File: config.mk
export PLATFORM = sky130hd
export DESIGN_NAME = rc_link_frame_receiver_flat
export DESIGN_NICKNAME = d
export VERILOG_FILES = /design/src/hw/rtl/rclfr_pkg.sv /design/src/hw/rtl/rclfr_if.sv /design/src/hw/rtl/rclfr_store.sv /design/src/hw/rtl/rclfr_parser.sv /design/src/hw/rtl/rc_link_frame_receiver.sv /design/src/flat_wrapper.sv
export SDC_FILE = /design/constraint.sdc
export NUM_CORES = 1
export LEC_CHECK = 0
export BUFFER_PORTS_ARGS = -buffer_cell sky130_fd_sc_hd__buf_4
export CORE_ASPECT_RATIO = 0.7
export CORE_MARGIN = 5
export CORE_UTILIZATION = 60
export DETAILED_ROUTE_END_ITERATION = 7
export MAX_ROUTING_LAYER = met4
export PLACE_DENSITY = 0.77
export SKIP_CTS_REPAIR_TIMING = 1
export SLEW_MARGIN = 10
export SYNTH_ARGS = -nofsm -noshare
export SYNTH_HDL_FRONTEND = slang
export SYNTH_SLANG_ARGS = --single-unit
File: constraint.sdc
create_clock -name clk_i -period 9 [get_ports clk_i]
set_input_delay 2.7 -clock clk_i [delete_from_list [all_inputs] [get_ports clk_i]]
set_output_delay 2.7 -clock clk_i [all_outputs]
set_load 0.005 [all_outputs]
File: src/hw/rtl/rclfr_pkg.sv
// Shared types and constants of the RC link frame receiver.
`timescale 1ns / 1ps

package rclfr_pkg;

  // Input word operation codes.
  localparam logic OP_BYTE = 1'b0;
  localparam logic OP_READ = 1'b1;

  // Result kinds.
  localparam logic [1:0] KIND_OK   = 2'd0;
  localparam logic [1:0] KIND_DROP = 2'd1;
  localparam logic [1:0] KIND_READ = 2'd2;

  // Configuration register indexes.
  localparam int unsigned CFG_IDX_W = 1;
  localparam logic [CFG_IDX_W-1:0] CFG_OWN_ADDRESS = 1'd0;
  localparam logic [CFG_IDX_W-1:0] CFG_TIMEOUT     = 1'd1;
  localparam int unsigned CFG_DATA_W = 16;

  localparam logic [7:0]  OWN_ADDRESS_RESET = 8'd130;
  localparam logic [15:0] TIMEOUT_RESET     = 16'd500;

  // Frame layout and CRC.
  localparam int unsigned TOTAL_W           = 9;
  localparam logic [TOTAL_W-1:0] PROV_TOTAL = 9'd5;
  localparam logic [7:0]  CRC_POLY          = 8'hD5;

  typedef struct packed {
    logic [7:0]  own_address;
    logic [15:0] timeout_us;
  } cfg_t;

  // Result descriptor from the parser to the output pipeline.
  typedef struct packed {
    logic       valid;
    logic [1:0] kind;
    logic [7:0] frame_type;
    logic [7:0] frame_length;
    logic       rd_zero;      // read index past one store half
  } res_t;

endpackage

File: src/hw/rtl/rclfr_if.sv
// Stream interfaces for the input and result channels.
`timescale 1ns / 1ps

interface rclfr_in_if;
  logic        valid;
  logic        ready;
  logic        operation;
  logic [7:0]  rx_byte;
  logic [31:0] time_us;
  logic [3:0]  read_index;

  modport source (output valid, operation, rx_byte, time_us, read_index, input ready);
  modport sink   (input valid, operation, rx_byte, time_us, read_index, output ready);
endinterface

interface rclfr_out_if;
  logic       valid;
  logic       ready;
  logic [1:0] result_kind;
  logic [7:0] frame_type;
  logic [7:0] frame_length;
  logic [7:0] read_data;

  modport source (output valid, result_kind, frame_type, frame_length, read_data,
                  input ready);
  modport sink   (input valid, result_kind, frame_type, frame_length, read_data,
                  output ready);
endinterface

File: src/hw/rtl/rclfr_store.sv
// Double-buffered frame byte memory with per-entry valid bits.
`timescale 1ns / 1ps

module rclfr_store #(
  parameter int unsigned MaxFrameBytes = 14,
  localparam int unsigned Depth = 2 * MaxFrameBytes,
  localparam int unsigned AddrW = $clog2(Depth)
) (
  input  logic             clk_i,
  input  logic             rst_ni,
  input  logic             wr_en_i,
  input  logic [AddrW-1:0] wr_addr_i,
  input  logic [7:0]       wr_data_i,
  input  logic             rd_en_i,
  input  logic [AddrW-1:0] rd_addr_i,
  output logic [7:0]       rd_data_o
);

  logic [7:0]       mem_q [Depth];
  logic [Depth-1:0] vld_q;
  logic [7:0]       rdata_q;
  logic             rvld_q;

  always_ff @(posedge clk_i) begin
    if (wr_en_i) begin
      mem_q[wr_addr_i] <= wr_data_i;
    end
  end

  // unwritten entries read as zero
  always_ff @(posedge clk_i or negedge rst_ni) begin
    if (!rst_ni) begin
      vld_q <= '0;
    end else if (wr_en_i) begin
      vld_q[wr_addr_i] <= 1'b1;
    end
  end

  always_ff @(posedge clk_i or negedge rst_ni) begin
    if (!rst_ni) begin
      rvld_q <= 1'b0;
    end else if (rd_en_i) begin
      rvld_q <= vld_q[rd_addr_i];
    end
  end

  always_ff @(posedge clk_i) begin
    if (rd_en_i) begin
      rdata_q <= mem_q[rd_addr_i];
    end
  end

  assign rd_data_o = rvld_q ? rdata_q : 8'd0;

endmodule

File: src/hw/rtl/rclfr_parser.sv
// Frame assembly state, timeout, CRC-8 and store access control.
`timescale 1ns / 1ps

module rclfr_parser #(
  parameter int unsigned MaxFrameBytes = 14,
  localparam int unsigned Depth = 2 * MaxFrameBytes,
  localparam int unsigned AddrW = $clog2(Depth),
  localparam int unsigned PosW = $clog2(MaxFrameBytes + 1)
) (
  input  logic              clk_i,
  input  logic              rst_ni,
  input  logic              acc_i,
  input  logic              operation_i,
  input  logic [7:0]        rx_byte_i,
  input  logic [31:0]       time_us_i,
  input  logic [3:0]        read_index_i,
  input  rclfr_pkg::cfg_t   cfg_i,
  output logic              wr_en_o,
  output logic [AddrW-1:0]  wr_addr_o,
  output logic [7:0]        wr_data_o,
  output logic              rd_en_o,
  output logic [AddrW-1:0]  rd_addr_o,
  output rclfr_pkg::res_t   res_o
);

  localparam logic [PosW-1:0]  PosMax   = PosW'(MaxFrameBytes);
  localparam logic [AddrW-1:0] HalfBase = AddrW'(MaxFrameBytes);
  localparam logic [6:0]       IdxLimit = 7'(MaxFrameBytes);

  function automatic logic [7:0] crc8_step(input logic [7:0] crc, input logic [7:0] b);
    logic [7:0] c;
    c = crc ^ b;
    for (int k = 0; k < 8; k++) begin
      c = c[7] ? ((c << 1) ^ rclfr_pkg::CRC_POLY) : (c << 1);
    end
    return c;
  endfunction

  logic             half_q, half_d;
  logic [PosW-1:0]  pos_q, pos_d;
  logic [31:0]      start_q, start_d;
  logic [7:0]       crc_q, crc_d;
  logic [7:0]       addr_q, len_q, type_q;

  logic [31:0]               gap;
  logic                      timeout;
  logic [PosW-1:0]           pos0, pos1;
  logic [rclfr_pkg::TOTAL_W-1:0] total;
  logic                      take;
  logic                      done;
  logic                      is_byte;

  always_comb begin
    is_byte = acc_i && (operation_i == rclfr_pkg::OP_BYTE);
    gap     = time_us_i - start_q;
    timeout = !gap[31] && (gap > {16'd0, cfg_i.timeout_us});
    pos0    = timeout ? '0 : pos_q;
    total   = (pos0 < PosW'(3)) ? rclfr_pkg::PROV_TOTAL
                                : ({1'b0, len_q} + rclfr_pkg::TOTAL_W'(2));
    take    = (rclfr_pkg::TOTAL_W'(pos0) < total) && (pos0 < PosMax);
    pos1    = pos0 + PosW'(1);
    done    = take && (rclfr_pkg::TOTAL_W'(pos1) >= total);

    half_d  = half_q;
    pos_d   = pos_q;
    start_d = start_q;
    crc_d   = crc_q;
    res_o   = '0;

    if (is_byte) begin
      pos_d = pos0;
      if (pos0 == '0) begin
        start_d = time_us_i;
      end
      if (take) begin
        pos_d = done ? '0 : pos1;
        if (pos0 == PosW'(2)) begin
          crc_d = crc8_step(8'd0, rx_byte_i);
        end else if (pos0 > PosW'(2) && !done) begin
          crc_d = crc8_step(crc_q, rx_byte_i);
        end
        // last byte never enters the CRC; compare with the running value
        if (done && addr_q == cfg_i.own_address) begin
          half_d             = ~half_q;
          res_o.valid        = 1'b1;
          res_o.kind         = (crc_q == rx_byte_i) ? rclfr_pkg::KIND_OK
                                                    : rclfr_pkg::KIND_DROP;
          res_o.frame_type   = type_q;
          res_o.frame_length = len_q;
        end
      end
    end else if (acc_i) begin
      res_o.valid   = 1'b1;
      res_o.kind    = rclfr_pkg::KIND_READ;
      res_o.rd_zero = {3'd0, read_index_i} >= IdxLimit;
    end
  end

  assign wr_en_o   = is_byte && take;
  assign wr_addr_o = AddrW'(pos0) + (half_q ? HalfBase : '0);
  assign wr_data_o = rx_byte_i;
  // validated half is the one not being filled
  assign rd_en_o   = acc_i && (operation_i == rclfr_pkg::OP_READ) && !res_o.rd_zero;
  assign rd_addr_o = AddrW'(read_index_i) + (half_q ? '0 : HalfBase);

  always_ff @(posedge clk_i or negedge rst_ni) begin
    if (!rst_ni) begin
      half_q  <= 1'b0;
      pos_q   <= '0;
      start_q <= '0;
      crc_q   <= '0;
    end else begin
      half_q  <= half_d;
      pos_q   <= pos_d;
      start_q <= start_d;
      crc_q   <= crc_d;
    end
  end

  // header shadows: address, length and type of the frame being filled
  always_ff @(posedge clk_i) begin
    if (wr_en_o) begin
      if (pos0 == PosW'(0)) addr_q <= rx_byte_i;
      if (pos0 == PosW'(1)) len_q  <= rx_byte_i;
      if (pos0 == PosW'(2)) type_q <= rx_byte_i;
    end
  end

endmodule

File: src/hw/rtl/rc_link_frame_receiver.sv
// Top level of the RC link frame receiver.
`timescale 1ns / 1ps
//
//  channel   dir  handshake     word contents
//  item_i    in   valid/ready   operation, rx_byte, time_us, read_index
//  result_o  out  valid/ready   result_kind, frame_type, frame_length, read_data
//  cfg       in   cfg_we_i      cfg_idx_i, cfg_data_i (no read-back)
//
//  One input word per cycle while item_i.ready is high. A byte word updates the
//  frame state, the CRC and the store write in the accept cycle; a read word
//  issues a store read and its data comes back in the following cycle from the
//  synchronous memory port. A result passes stage 1 and the output register.
//  Reset (async, active low) clears all control state, loads the register
//  defaults and clears the store through its per-entry valid bits at once.
//  A held result stage plus the output register let input words keep flowing
//  while result_o is stalled; item_i.ready drops only when both are full.

module rc_link_frame_receiver #(
  parameter int unsigned MAX_FRAME_BYTES = 14
) (
  input  logic                                 clk_i,
  input  logic                                 rst_ni,
  rclfr_in_if.sink                             item_i,
  rclfr_out_if.source                          result_o,
  input  logic                                 cfg_we_i,
  input  logic [rclfr_pkg::CFG_IDX_W-1:0]      cfg_idx_i,
  input  logic [rclfr_pkg::CFG_DATA_W-1:0]     cfg_data_i
);

  localparam int unsigned AddrW = $clog2(2 * MAX_FRAME_BYTES);

  // configuration registers
  rclfr_pkg::cfg_t cfg_q;

  always_ff @(posedge clk_i or negedge rst_ni) begin
    if (!rst_ni) begin
      cfg_q.own_address <= rclfr_pkg::OWN_ADDRESS_RESET;
      cfg_q.timeout_us  <= rclfr_pkg::TIMEOUT_RESET;
    end else if (cfg_we_i) begin
      case (cfg_idx_i)
        rclfr_pkg::CFG_OWN_ADDRESS: cfg_q.own_address <= cfg_data_i[7:0];
        rclfr_pkg::CFG_TIMEOUT:     cfg_q.timeout_us  <= cfg_data_i;
        default: ;
      endcase
    end
  end

  logic             acc;
  logic             wr_en, rd_en;
  logic [AddrW-1:0] wr_addr, rd_addr;
  logic [7:0]       wr_data, rd_data;
  rclfr_pkg::res_t  res;

  // stage 1: result waiting on store read data
  logic             s1_v_q;
  rclfr_pkg::res_t  s1_res_q;
  logic             s1_adv;

  // output register
  logic             out_v_q;
  logic [1:0]       out_kind_q;
  logic [7:0]       out_type_q, out_len_q, out_data_q;

  assign s1_adv       = s1_v_q && (!out_v_q || result_o.ready);
  assign item_i.ready = !s1_v_q || s1_adv;
  assign acc          = item_i.valid && item_i.ready;

  rclfr_parser #(
    .MaxFrameBytes (MAX_FRAME_BYTES)
  ) u_parser (
    .clk_i        (clk_i),
    .rst_ni       (rst_ni),
    .acc_i        (acc),
    .operation_i  (item_i.operation),
    .rx_byte_i    (item_i.rx_byte),
    .time_us_i    (item_i.time_us),
    .read_index_i (item_i.read_index),
    .cfg_i        (cfg_q),
    .wr_en_o      (wr_en),
    .wr_addr_o    (wr_addr),
    .wr_data_o    (wr_data),
    .rd_en_o      (rd_en),
    .rd_addr_o    (rd_addr),
    .res_o        (res)
  );

  rclfr_store #(
    .MaxFrameBytes (MAX_FRAME_BYTES)
  ) u_store (
    .clk_i     (clk_i),
    .rst_ni    (rst_ni),
    .wr_en_i   (wr_en),
    .wr_addr_i (wr_addr),
    .wr_data_i (wr_data),
    .rd_en_i   (rd_en),
    .rd_addr_i (rd_addr),
    .rd_data_o (rd_data)
  );

  always_ff @(posedge clk_i or negedge rst_ni) begin
    if (!rst_ni) begin
      s1_v_q <= 1'b0;
    end else if (acc) begin
      s1_v_q <= res.valid;
    end else if (s1_adv) begin
      s1_v_q <= 1'b0;
    end
  end

  always_ff @(posedge clk_i) begin
    if (acc) begin
      s1_res_q <= res;
    end
  end

  always_ff @(posedge clk_i or negedge rst_ni) begin
    if (!rst_ni) begin
      out_v_q <= 1'b0;
    end else if (s1_adv) begin
      out_v_q <= 1'b1;
    end else if (result_o.ready) begin
      out_v_q <= 1'b0;
    end
  end

  // store read data is held while stage 1 waits: no new read issues until it moves
  always_ff @(posedge clk_i) begin
    if (s1_adv) begin
      out_kind_q <= s1_res_q.kind;
      out_type_q <= s1_res_q.frame_type;
      out_len_q  <= s1_res_q.frame_length;
      out_data_q <= (s1_res_q.kind == rclfr_pkg::KIND_READ && !s1_res_q.rd_zero)
                    ? rd_data : 8'd0;
    end
  end

  assign result_o.valid        = out_v_q;
  assign result_o.result_kind  = out_kind_q;
  assign result_o.frame_type   = out_type_q;
  assign result_o.frame_length = out_len_q;
  assign result_o.read_data    = out_data_q;

  // a stalled stage 1 keeps its descriptor
  a_s1_hold: assert property (@(posedge clk_i) disable iff (!rst_ni)
    s1_v_q && out_v_q && !result_o.ready |=> s1_v_q && $stable(s1_res_q))
    else $error("stage 1 lost its result while stalled");

  // every accepted read word yields a read result in stage 1
  a_read_result: assert property (@(posedge clk_i) disable iff (!rst_ni)
    acc && item_i.operation == rclfr_pkg::OP_READ
      |=> s1_v_q && s1_res_q.kind == rclfr_pkg::KIND_READ)
    else $error("read word produced no read result");

  // store writes and reads come from different words
  a_port_excl: assert property (@(posedge clk_i) disable iff (!rst_ni)
    !(wr_en && rd_en))
    else $error("store write and read in the same cycle");

  // frame results never carry read data
  a_frame_data: assert property (@(posedge clk_i) disable iff (!rst_ni)
    out_v_q && out_kind_q != rclfr_pkg::KIND_READ |-> out_data_q == 8'd0)
    else $error("frame result carries nonzero read data");

endmodule
File: src/flat_wrapper.sv
// flat-port wrapper written by rule: the top's interface ports become plain ports
module rc_link_frame_receiver_flat 
#(
  parameter int unsigned MAX_FRAME_BYTES = 14
)
  (clk_i, rst_ni, cfg_we_i, cfg_idx_i, cfg_data_i, item_i_valid, item_i_operation, item_i_rx_byte, item_i_time_us, item_i_read_index, item_i_ready, result_o_valid, result_o_result_kind, result_o_frame_type, result_o_frame_length, result_o_read_data, result_o_ready);
  rclfr_in_if item_i_i ();
  rclfr_out_if result_o_i ();
  input  logic clk_i;
  input  logic rst_ni;
  input  logic cfg_we_i;
  input  logic [rclfr_pkg::CFG_IDX_W-1:0] cfg_idx_i;
  input  logic [rclfr_pkg::CFG_DATA_W-1:0] cfg_data_i;
  input wire logic [$bits(item_i_i.valid)-1:0] item_i_valid;
  input wire logic [$bits(item_i_i.operation)-1:0] item_i_operation;
  input wire logic [$bits(item_i_i.rx_byte)-1:0] item_i_rx_byte;
  input wire logic [$bits(item_i_i.time_us)-1:0] item_i_time_us;
  input wire logic [$bits(item_i_i.read_index)-1:0] item_i_read_index;
  output wire logic [$bits(item_i_i.ready)-1:0] item_i_ready;
  output wire logic [$bits(result_o_i.valid)-1:0] result_o_valid;
  output wire logic [$bits(result_o_i.result_kind)-1:0] result_o_result_kind;
  output wire logic [$bits(result_o_i.frame_type)-1:0] result_o_frame_type;
  output wire logic [$bits(result_o_i.frame_length)-1:0] result_o_frame_length;
  output wire logic [$bits(result_o_i.read_data)-1:0] result_o_read_data;
  input wire logic [$bits(result_o_i.ready)-1:0] result_o_ready;
  assign item_i_i.valid = item_i_valid;
  assign item_i_i.operation = item_i_operation;
  assign item_i_i.rx_byte = item_i_rx_byte;
  assign item_i_i.time_us = item_i_time_us;
  assign item_i_i.read_index = item_i_read_index;
  assign item_i_ready = item_i_i.ready;
  assign result_o_valid = result_o_i.valid;
  assign result_o_result_kind = result_o_i.result_kind;
  assign result_o_frame_type = result_o_i.frame_type;
  assign result_o_frame_length = result_o_i.frame_length;
  assign result_o_read_data = result_o_i.read_data;
  assign result_o_i.ready = result_o_ready;
  rc_link_frame_receiver #(.MAX_FRAME_BYTES(MAX_FRAME_BYTES)) u_core (.clk_i(clk_i), .rst_ni(rst_ni), .item_i(item_i_i), .result_o(result_o_i), .cfg_we_i(cfg_we_i), .cfg_idx_i(cfg_idx_i), .cfg_data_i(cfg_data_i));
endmodule
==> results of run 1 <==
[synthesized netlist by cell type (all sizes together) (13+ instances only)]
cell type | number | area (um^2)
a21oi | 49 | 245.2
a21o | 17 | 127.6
mux2i | 16 | 160.2
edfxtp | 301 | 9039
nor2 | 55 | 206.5
mux2 | 36 | 405.4
o21ai | 81 | 405.4
inv | 82 | 307.8
xor2 | 17 | 148.9
mux4 | 72 | 1622
buf | 20 | 88.83
dfrtp | 92 | 2302
nor3 | 20 | 100.1
clkbuf | 33 | 125.1
ha | 64 | 800.8
xnor2 | 53 | 464.2
nand2 | 110 | 412.9
and2 | 32 | 200.2
and3 | 13 | 81.33
o21bai | 13 | 97.59
o31ai | 20 | 163.9
nand3 | 16 | 80.08
[worst min-delay path by stage]
| stage | start | endpoint | slack (ns) | depth (start not counted) |
|---|---|---|---|---|
| detailed placement | u_core.s1_res_q[6] | u_core.result_o.frame_length[5] | 0.40 | 0 |
| global route | u_core.s1_res_q[6] | u_core.result_o.frame_length[5] | 0.43 | 0 |
| global placement | u_core.s1_res_q[15] | u_core.result_o.frame_type[6] | 0.40 | 0 |
| finish | u_core.s1_res_q[6] | u_core.result_o.frame_length[5] | 0.42 | 0 |
| CTS | u_core.s1_res_q[6] | u_core.result_o.frame_length[5] | 0.42 | 0 |
| floorplan | u_core.s1_res_q[1] | u_core.result_o.frame_length[0] | 0.40 | 0 |
[through the flow]
stage	util	cell area, um^2	std cells	setup WS, ns
2_1_floorplan	-	19570	1380	-0.8594
3_3_place_gp	0.7061	22090	2011	-0.9563
3_5_place_dp	0.7061	22090	2011	-1.040
4_1_cts	0.7478	23390	2081	-0.5049
5_1_grt	0.7540	23590	2089	-0.8138
6_report	0.7540	23590	2089	-0.5363
[layer usage]
layer  global-route usage  part of all wire  routed length, um  vias to the layer above
li1                     -                 -                  -                     5768
met1               0.4013              0.43              20430                     6294
met2               0.3879              0.44              21040                      587
met3              0.07206              0.11               5069                       63
met4              0.06234             0.017                827                        0
met5                    -                 0                  0                        -
[worst reg2reg max path: cells and delay by family (launching register included)]
family	cells	cell delay [ns]
muxes	1	0.30
xor gates and xnor gates	1	0.14
AOI/OAI and AO/OA	11	2.77
buffers and inverters	2	0.25
adders and majority gates	6	1.59
and+or+nand+nor	12	2.11
DFF	1	0.41
[flip-flops by register name, summed over array words and instances (netlist names), 4 cells and up]
| name | count |
|---|---|
| u_core.u_store.mem_q | 224 |
| u_core.u_parser.start_q | 32 |
| u_core.u_store.vld_q | 28 |
| u_core.cfg_q | 24 |
| u_core.s1_res_q | 19 |
| u_core.result_o.frame_length | 8 |
| u_core.result_o.frame_type | 8 |
| u_core.result_o.read_data | 8 |
| u_core.u_parser.addr_q | 8 |
| u_core.u_parser.crc_q | 8 |
| u_core.u_parser.len_q | 8 |
| u_core.u_parser.type_q | 8 |
| u_core.u_store.rdata_q | 8 |
| u_core.u_parser.pos_q | 4 |
[cell families (layout without fill, tap and decap cells)]
| logic type | after synthesis | count (layout) |
|---|---|---|
| AOI/OAI and AO/OA | 271 | 271 |
| xor gates and xnor gates | 70 | 70 |
| adders and majority gates | 68 | 68 |
| buffers and inverters | 135 | 421 |
| DFF | 401 | 401 |
| muxes | 124 | 124 |
| other | 0 | 3 |
| and+or+nand+nor | 311 | 311 |
[final cells by class]
cell class	instances	area, um^2	area share
Antenna cell	3	7.507	0.0003183
Clock buffer	51	1082	0.04589
Clock inverter	19	224.0	0.009496
Inverter	82	320.3	0.01358
Multi-Input combinational cell	844	7587	0.3217
Sequential cell	401	11550	0.4897
Tap cell	420	525.5	0.02228
Timing Repair Buffer	269	2288	0.09702
[power groups by stage]
stage	combinational, mW	clock [mW]	sequential (mW)
floorplan	2.34	0	2.36
CTS	3.68	1.69	2.37
global placement	3.55	0	2.39
finish	3.81	1.67	2.37
global route	4.11	1.78	2.39
detailed placement	3.63	0	2.41
==> metrics.md, run 1 <==
| Metric | Value |
|---|---|
| Slew @ Worst Pin | 1.077 ns |
| Net count of the mapped netlist | 1513 |
| Setup clock skew after layout | 0.02056 ns |
| Clock tree from TritonCTS | built |
| Portion of total power attributed to combinational logic | 0.485 |
| Number of placed I/O pins | 95 |
| Number of vias per cell after detailed routing | 6.085 |
| All-layer global routing usage | 0.2727 |
| Net total in the final layout | 1770 |
| Violations in the final reports | negative setup slack |
| Die footprint | 35580 um^2 |
| Overall power of the completed layout | 7.846 mW |
| HP Class | flip-flop to flip-flop |
| Number of synthesized flops with an enable pin | 301 |
| Maximum fanout along the worst path | 8 |
| Critical Path Start Type | input port |
| Main combinational cell family by area after synthesis | multiplexers |
| Top FF cell, synth | edfxtp_1 |
| Fraction of power spent switching nets | 0.3703 |
| Area of the core | 31280 um^2 |
| Fraction of the mapped netlist area in simple logic gates | 0.08078 |
| Leak | 9.097 nW |
| Antenna violations before repair | 3 |
| Crit path time final | 9.536 ns |
| Synth cell types | 80 |
| CTS root buf | clkbuf_16 |
| Largest stage delay on the critical path | 0.55 ns |
| Number of global-route vias before repair | 12630 |
| Cell type group with the largest total delay on the critical path | compound AO/OA/AOI/OAI gates |
| Post-synthesis instance area | 19110 um^2 |
| Critical path buffers and inverters | 4 |
| Total via count after detailed routing | 12710 |
| Final Hold Fails | 0 |
| Count of unresolved DRC violations after routing | 0 |
| First-pass GRT wire length | 73.18 mm |
| Average cell area after synthesis | 13.85 um^2 |
| Vertical extent of the die | 159.3 um |
| Maximum capacitance violations | 0 |
| Unrepaired setup endpoints after global routing | true |
| Post-DR wirelength/cell | 22.68 um |
| Library cell contributing the largest single delay on the critical path | or4_4 |
| Maximum operating frequency | 0.1049 GHz |
| Max-slew violation count | 0 |
| Headroom to the max-slew limit | 0.2823 |
| Part of the total power dissipated in sequential elements | 0.303 |
| Mux share of post-synthesis cell area | 0.1144 |
| Worst supply voltage drop on vdd | 0.2322 mV |
| Critical R2R Capture | u_core.u_parser.crc_q[7] |
| Share of the yosys chip area belonging to registers | 0.6043 |
| Destination of the critical timing path | u_core.u_parser.crc_q[7] |
| Number of DRC violations after detailed-routing iteration 0 | 1244 |
| Fillcell total | 1897 |
| Pin count of the biggest net entering global routing | 64 |
| Worst path setup slack after routing | -0.5363 ns |
| CP required | 9.41 ns |
| Final total negative setup slack | -55.74 ns |
| Area added between synthesis and finish | 23.40% |
| NetSw | 2.906 mW |
| Final setup violation count | 273 |
| Most common library cell in the layout ignoring fill and taps | edfxtp_1 |
| Number of sinks handled by clock tree synthesis | 401 |
| Total wire length | 47.37 mm |
| Post-CTS clock slew at the launch and capture registers of the worst setup and hold paths | 0.06 ns |
| Cell repeated most along the worst path | ha_4 |
| Routability cong. | 0.9539 |
| Number of cell instances on the worst register-to-register path | 33 |
| Worst setup path class | input port to flip-flop |
| Starting utilization of the core area | 0.6110 |
| Post-Synth Adder-Cell Area | 0.04504 |
| Port Buffers | 94 |
| Worst Setup SP | item_i_time_us[0] |
| Syn. warnings | 0 |
| Share of post-route cells with drive strength above 1 | 0.3331 |
| HPWL reported at the end of detailed placement | 32.11 mm |
| Worst skew pair latency | 0.55 ns |
| Area fraction in compound gates after synthesis | 0.09603 |
| Remaining antenna violation count | 0 |
| Internal power component | 4.940 mW |
| Fraction of registers with async set or reset after synthesis | 0.2494 |
| Number of register bits inferred by synthesis | 401 |
| Worst setup EP type | flip-flop |
| First-pass iteration count of the detailed router | 6 |
| Synthesized-area fraction occupied by xor and xnor cells | 0.03208 |
| Power density over the cells | 332.7 nW/um^2 |
| Path length in cells of the critical path | 35 |
| Worst hold margin | 0.4187 ns |
| Worst flop-to-flop path startpoint | u_core.u_parser.start_q[0] |
| Max clock buf depth | 3 |
| Status | finished, violations left |
| GRT Residual Overflow | 0 |
| Final cycle utilization of the critical path | 1.060 |
| Leading cell types in the layout, fill and taps excluded | edfxtp_1, buf_4, nand2_1, dfrtp_1, inv_1 |
| CTS Buf Count | 39 |
| Data arrival time of the critical path | 9.95 ns |
| Register-to-register setup slack | 1.30 ns |
| Proportion of power drawn by the clock network | 0.212 |
| Die width | 223.3 um |
| Count of mapped cells out of synthesis | 1380 |
| H-Tree Depth | 2 |
| Number of placement rows | 54 |
No activity file was read; power rests on OpenSTA's default activity.
==> run 2, diff against run 1 <==
CTS_BUF_LIST = sky130_fd_sc_hd__clkbuf_8 sky130_fd_sc_hd__clkbuf_16   (was unset)
==> run 2 against run 1 <==
The flow still finishes with violations (negative setup slack). Clock power hardly changed. Non-clock buffer count unchanged. Sequential power about the same. Core utilization stayed put. Routed wire length did not move. Flip-flop and latch count did not move. Largest cell class unchanged.
==> metrics.md, run 2 (synthesized netlist as in run 1, its figures left out) <==
| Metric | Value |
|---|---|
| Status | finished, violations left |
| Violations in the final reports | negative setup slack |
| Crit path time final | 9.535 ns |
| CP required | 9.41 ns |
| Post-CTS clock slew at the launch and capture registers of the worst setup and hold paths | 0.06 ns |
| Area added between synthesis and finish | 23.40% |
| Critical R2R Capture | u_core.u_parser.crc_q[7] |
| Maximum fanout along the worst path | 8 |
| Worst skew pair latency | 0.55 ns |
| Library cell contributing the largest single delay on the critical path | or4_4 |
| HP Class | flip-flop to flip-flop |
| Overall power of the completed layout | 7.837 mW |
| First-pass GRT wire length | 73.18 mm |
| All-layer global routing usage | 0.2727 |
| Maximum operating frequency | 0.1049 GHz |
| Post-DR wirelength/cell | 22.68 um |
| Die footprint | 35580 um^2 |
| Final cycle utilization of the critical path | 1.059 |
| H-Tree Depth | 2 |
| Leak | 9.126 nW |
| Area of the core | 31280 um^2 |
| Number of global-route vias before repair | 12630 |
| Die width | 223.3 um |
| Number of placement rows | 54 |
| Sink of the worst hold path | u_core.result_o.frame_length[5] |
| Max-slew violation count | 0 |
| Net total in the final layout | 1770 |
| Most common library cell in the layout ignoring fill and taps | edfxtp_1 |
| Worst path setup slack after routing | -0.5351 ns |
| CTS Buf Count | 39 |
| Headroom to the max-slew limit | 0.2904 |
| Number of cell instances on the worst register-to-register path | 33 |
| Cell repeated most along the worst path | ha_4 |
| Worst supply voltage drop on vdd | 0.2322 mV |
| Cell type group with the largest total delay on the critical path | compound AO/OA/AOI/OAI gates |
| Register-to-register setup slack | 1.31 ns |
| Max reg flops | 224 |
| Port Buffers | 94 |
| Unrepaired setup endpoints after global routing | true |
| Fillcell total | 1897 |
| Starting utilization of the core area | 0.6110 |
| Slew @ Worst Pin | 1.064 ns |
| Share of post-route cells with drive strength above 1 | 0.3331 |
| Largest stage delay on the critical path | 0.55 ns |
| Total via count after detailed routing | 12790 |
| Hold path depth | 0 |
| Max clock buf depth | 3 |
| Largest registers | u_core.u_store.mem_q (224), u_core.u_parser.start_q (32), u_core.u_store.vld_q (28) |
| Worst setup path class | input port to flip-flop |
| Clock tree from TritonCTS | built |
| Data arrival time of the critical path | 9.95 ns |
| Antenna violations before repair | 3 |
| First-pass iteration count of the detailed router | 7 |
| Hold wc startpoint | u_core.s1_res_q[6] |
| Number of vias per cell after detailed routing | 6.123 |
| GRT Residual Overflow | 0 |
| Critical path buffers and inverters | 4 |
| Setup clock skew after layout | 0.02301 ns |
| Critical Path Start Type | input port |
| Number of sinks handled by clock tree synthesis | 401 |
| Final setup violation count | 273 |
| Final core utilization | 0.7540 |
| Total wire length | 47.37 mm |
| Number of placed I/O pins | 95 |
| Pin count of the biggest net entering global routing | 64 |
| Count of unresolved DRC violations after routing | 0 |
| Maximum capacitance violations | 0 |
| Power density over the cells | 332.3 nW/um^2 |
| Most flop-heavy register | u_core.u_store.mem_q |
| Worst setup EP type | flip-flop |
| Remaining antenna violation count | 0 |
| Worst flop-to-flop path startpoint | u_core.u_parser.start_q[0] |
| Routability cong. | 0.9539 |
| Number of DRC violations after detailed-routing iteration 0 | 1250 |
| CTS root buf | clkbuf_16 |
| Leading cell types in the layout, fill and taps excluded | edfxtp_1, buf_4, nand2_1, dfrtp_1, inv_1 |
| Vertical extent of the die | 159.3 um |
| Final Hold Fails | 0 |
| HPWL reported at the end of detailed placement | 32.11 mm |
[run 2: per-layer routing]
layer  global-route usage  vias to the layer above  part of all wire
met3              0.07206                       72             0.099
met2               0.3879                      602              0.45
li1                     -                     5769                 -
met5                    -                        -                 0
met1               0.4013                     6347              0.44
met4              0.06234                        0             0.018
[run 2: layout make-up]
class                      instances  area, um^2  share of cell area
inverter                          82       320.3             0.01358
sequential                       401       11550              0.4897
tap                              420       525.5             0.02228
clock buffer                      44        1056             0.04477
antenna                            3       7.507           0.0003183
multi-input combinational        844        7587              0.3217
clock inverter                    26       250.2             0.01061
timing repair buffer             269        2288             0.09702
[run 2: worst reg2reg max path: cells and delay by family, from the launching register on]
| kind | cells | cell delay [ns] |
|---|---|---|
| DFF | 1 | 0.41 |
| AOI/OAI and AO/OA | 11 | 2.77 |
| muxes | 1 | 0.30 |
| xor gates and xnor gates | 1 | 0.14 |
| adders and majority gates | 6 | 1.59 |
| buffers and inverters | 2 | 0.25 |
| and+or+nand+nor | 12 | 2.11 |
[run 2: stage by stage]
stage               instance area, um^2  hold slack (ns)  TNS (ns)  std cells  setup WS, ns
global route                      23590           0.4288   -145.90       2089       -0.8138
detailed placement                22090           0.4045   -215.27       2011        -1.040
floorplan                         19570           0.4003    -79.17       1380       -0.8594
finish                            23590           0.4186    -54.39       2089       -0.5351
global placement                  22090           0.4035   -197.63       2011       -0.9563
CTS                               23390           0.4197    -55.38       2081       -0.5049
[run 2: how the worst max path moves through the flow]
| stage | from | endpoint | cells past startpoint |
|---|---|---|---|
| 2_1_floorplan | item_i_time_us[0] | u_core.u_parser.crc_q[0] | 33 |
| 3_3_place_gp | item_i_time_us[0] | u_core.u_parser.crc_q[6] | 35 |
| 3_5_place_dp | item_i_time_us[0] | u_core.u_parser.crc_q[0] | 35 |
| 4_1_cts | item_i_time_us[0] | u_core.u_parser.crc_q[3] | 35 |
| 5_1_grt | item_i_time_us[10] | u_core.u_parser.crc_q[3] | 35 |
| 6_report | item_i_time_us[0] | u_core.u_parser.crc_q[7] | 35 |
[run 2: power breakdown]
part / switching (mW) / internal [mW] / total, mW
clock: 0.696 / 0.963 / 1.66
sequential: 0.120 / 2.25 / 2.37
combinational: 2.09 / 1.72 / 3.80
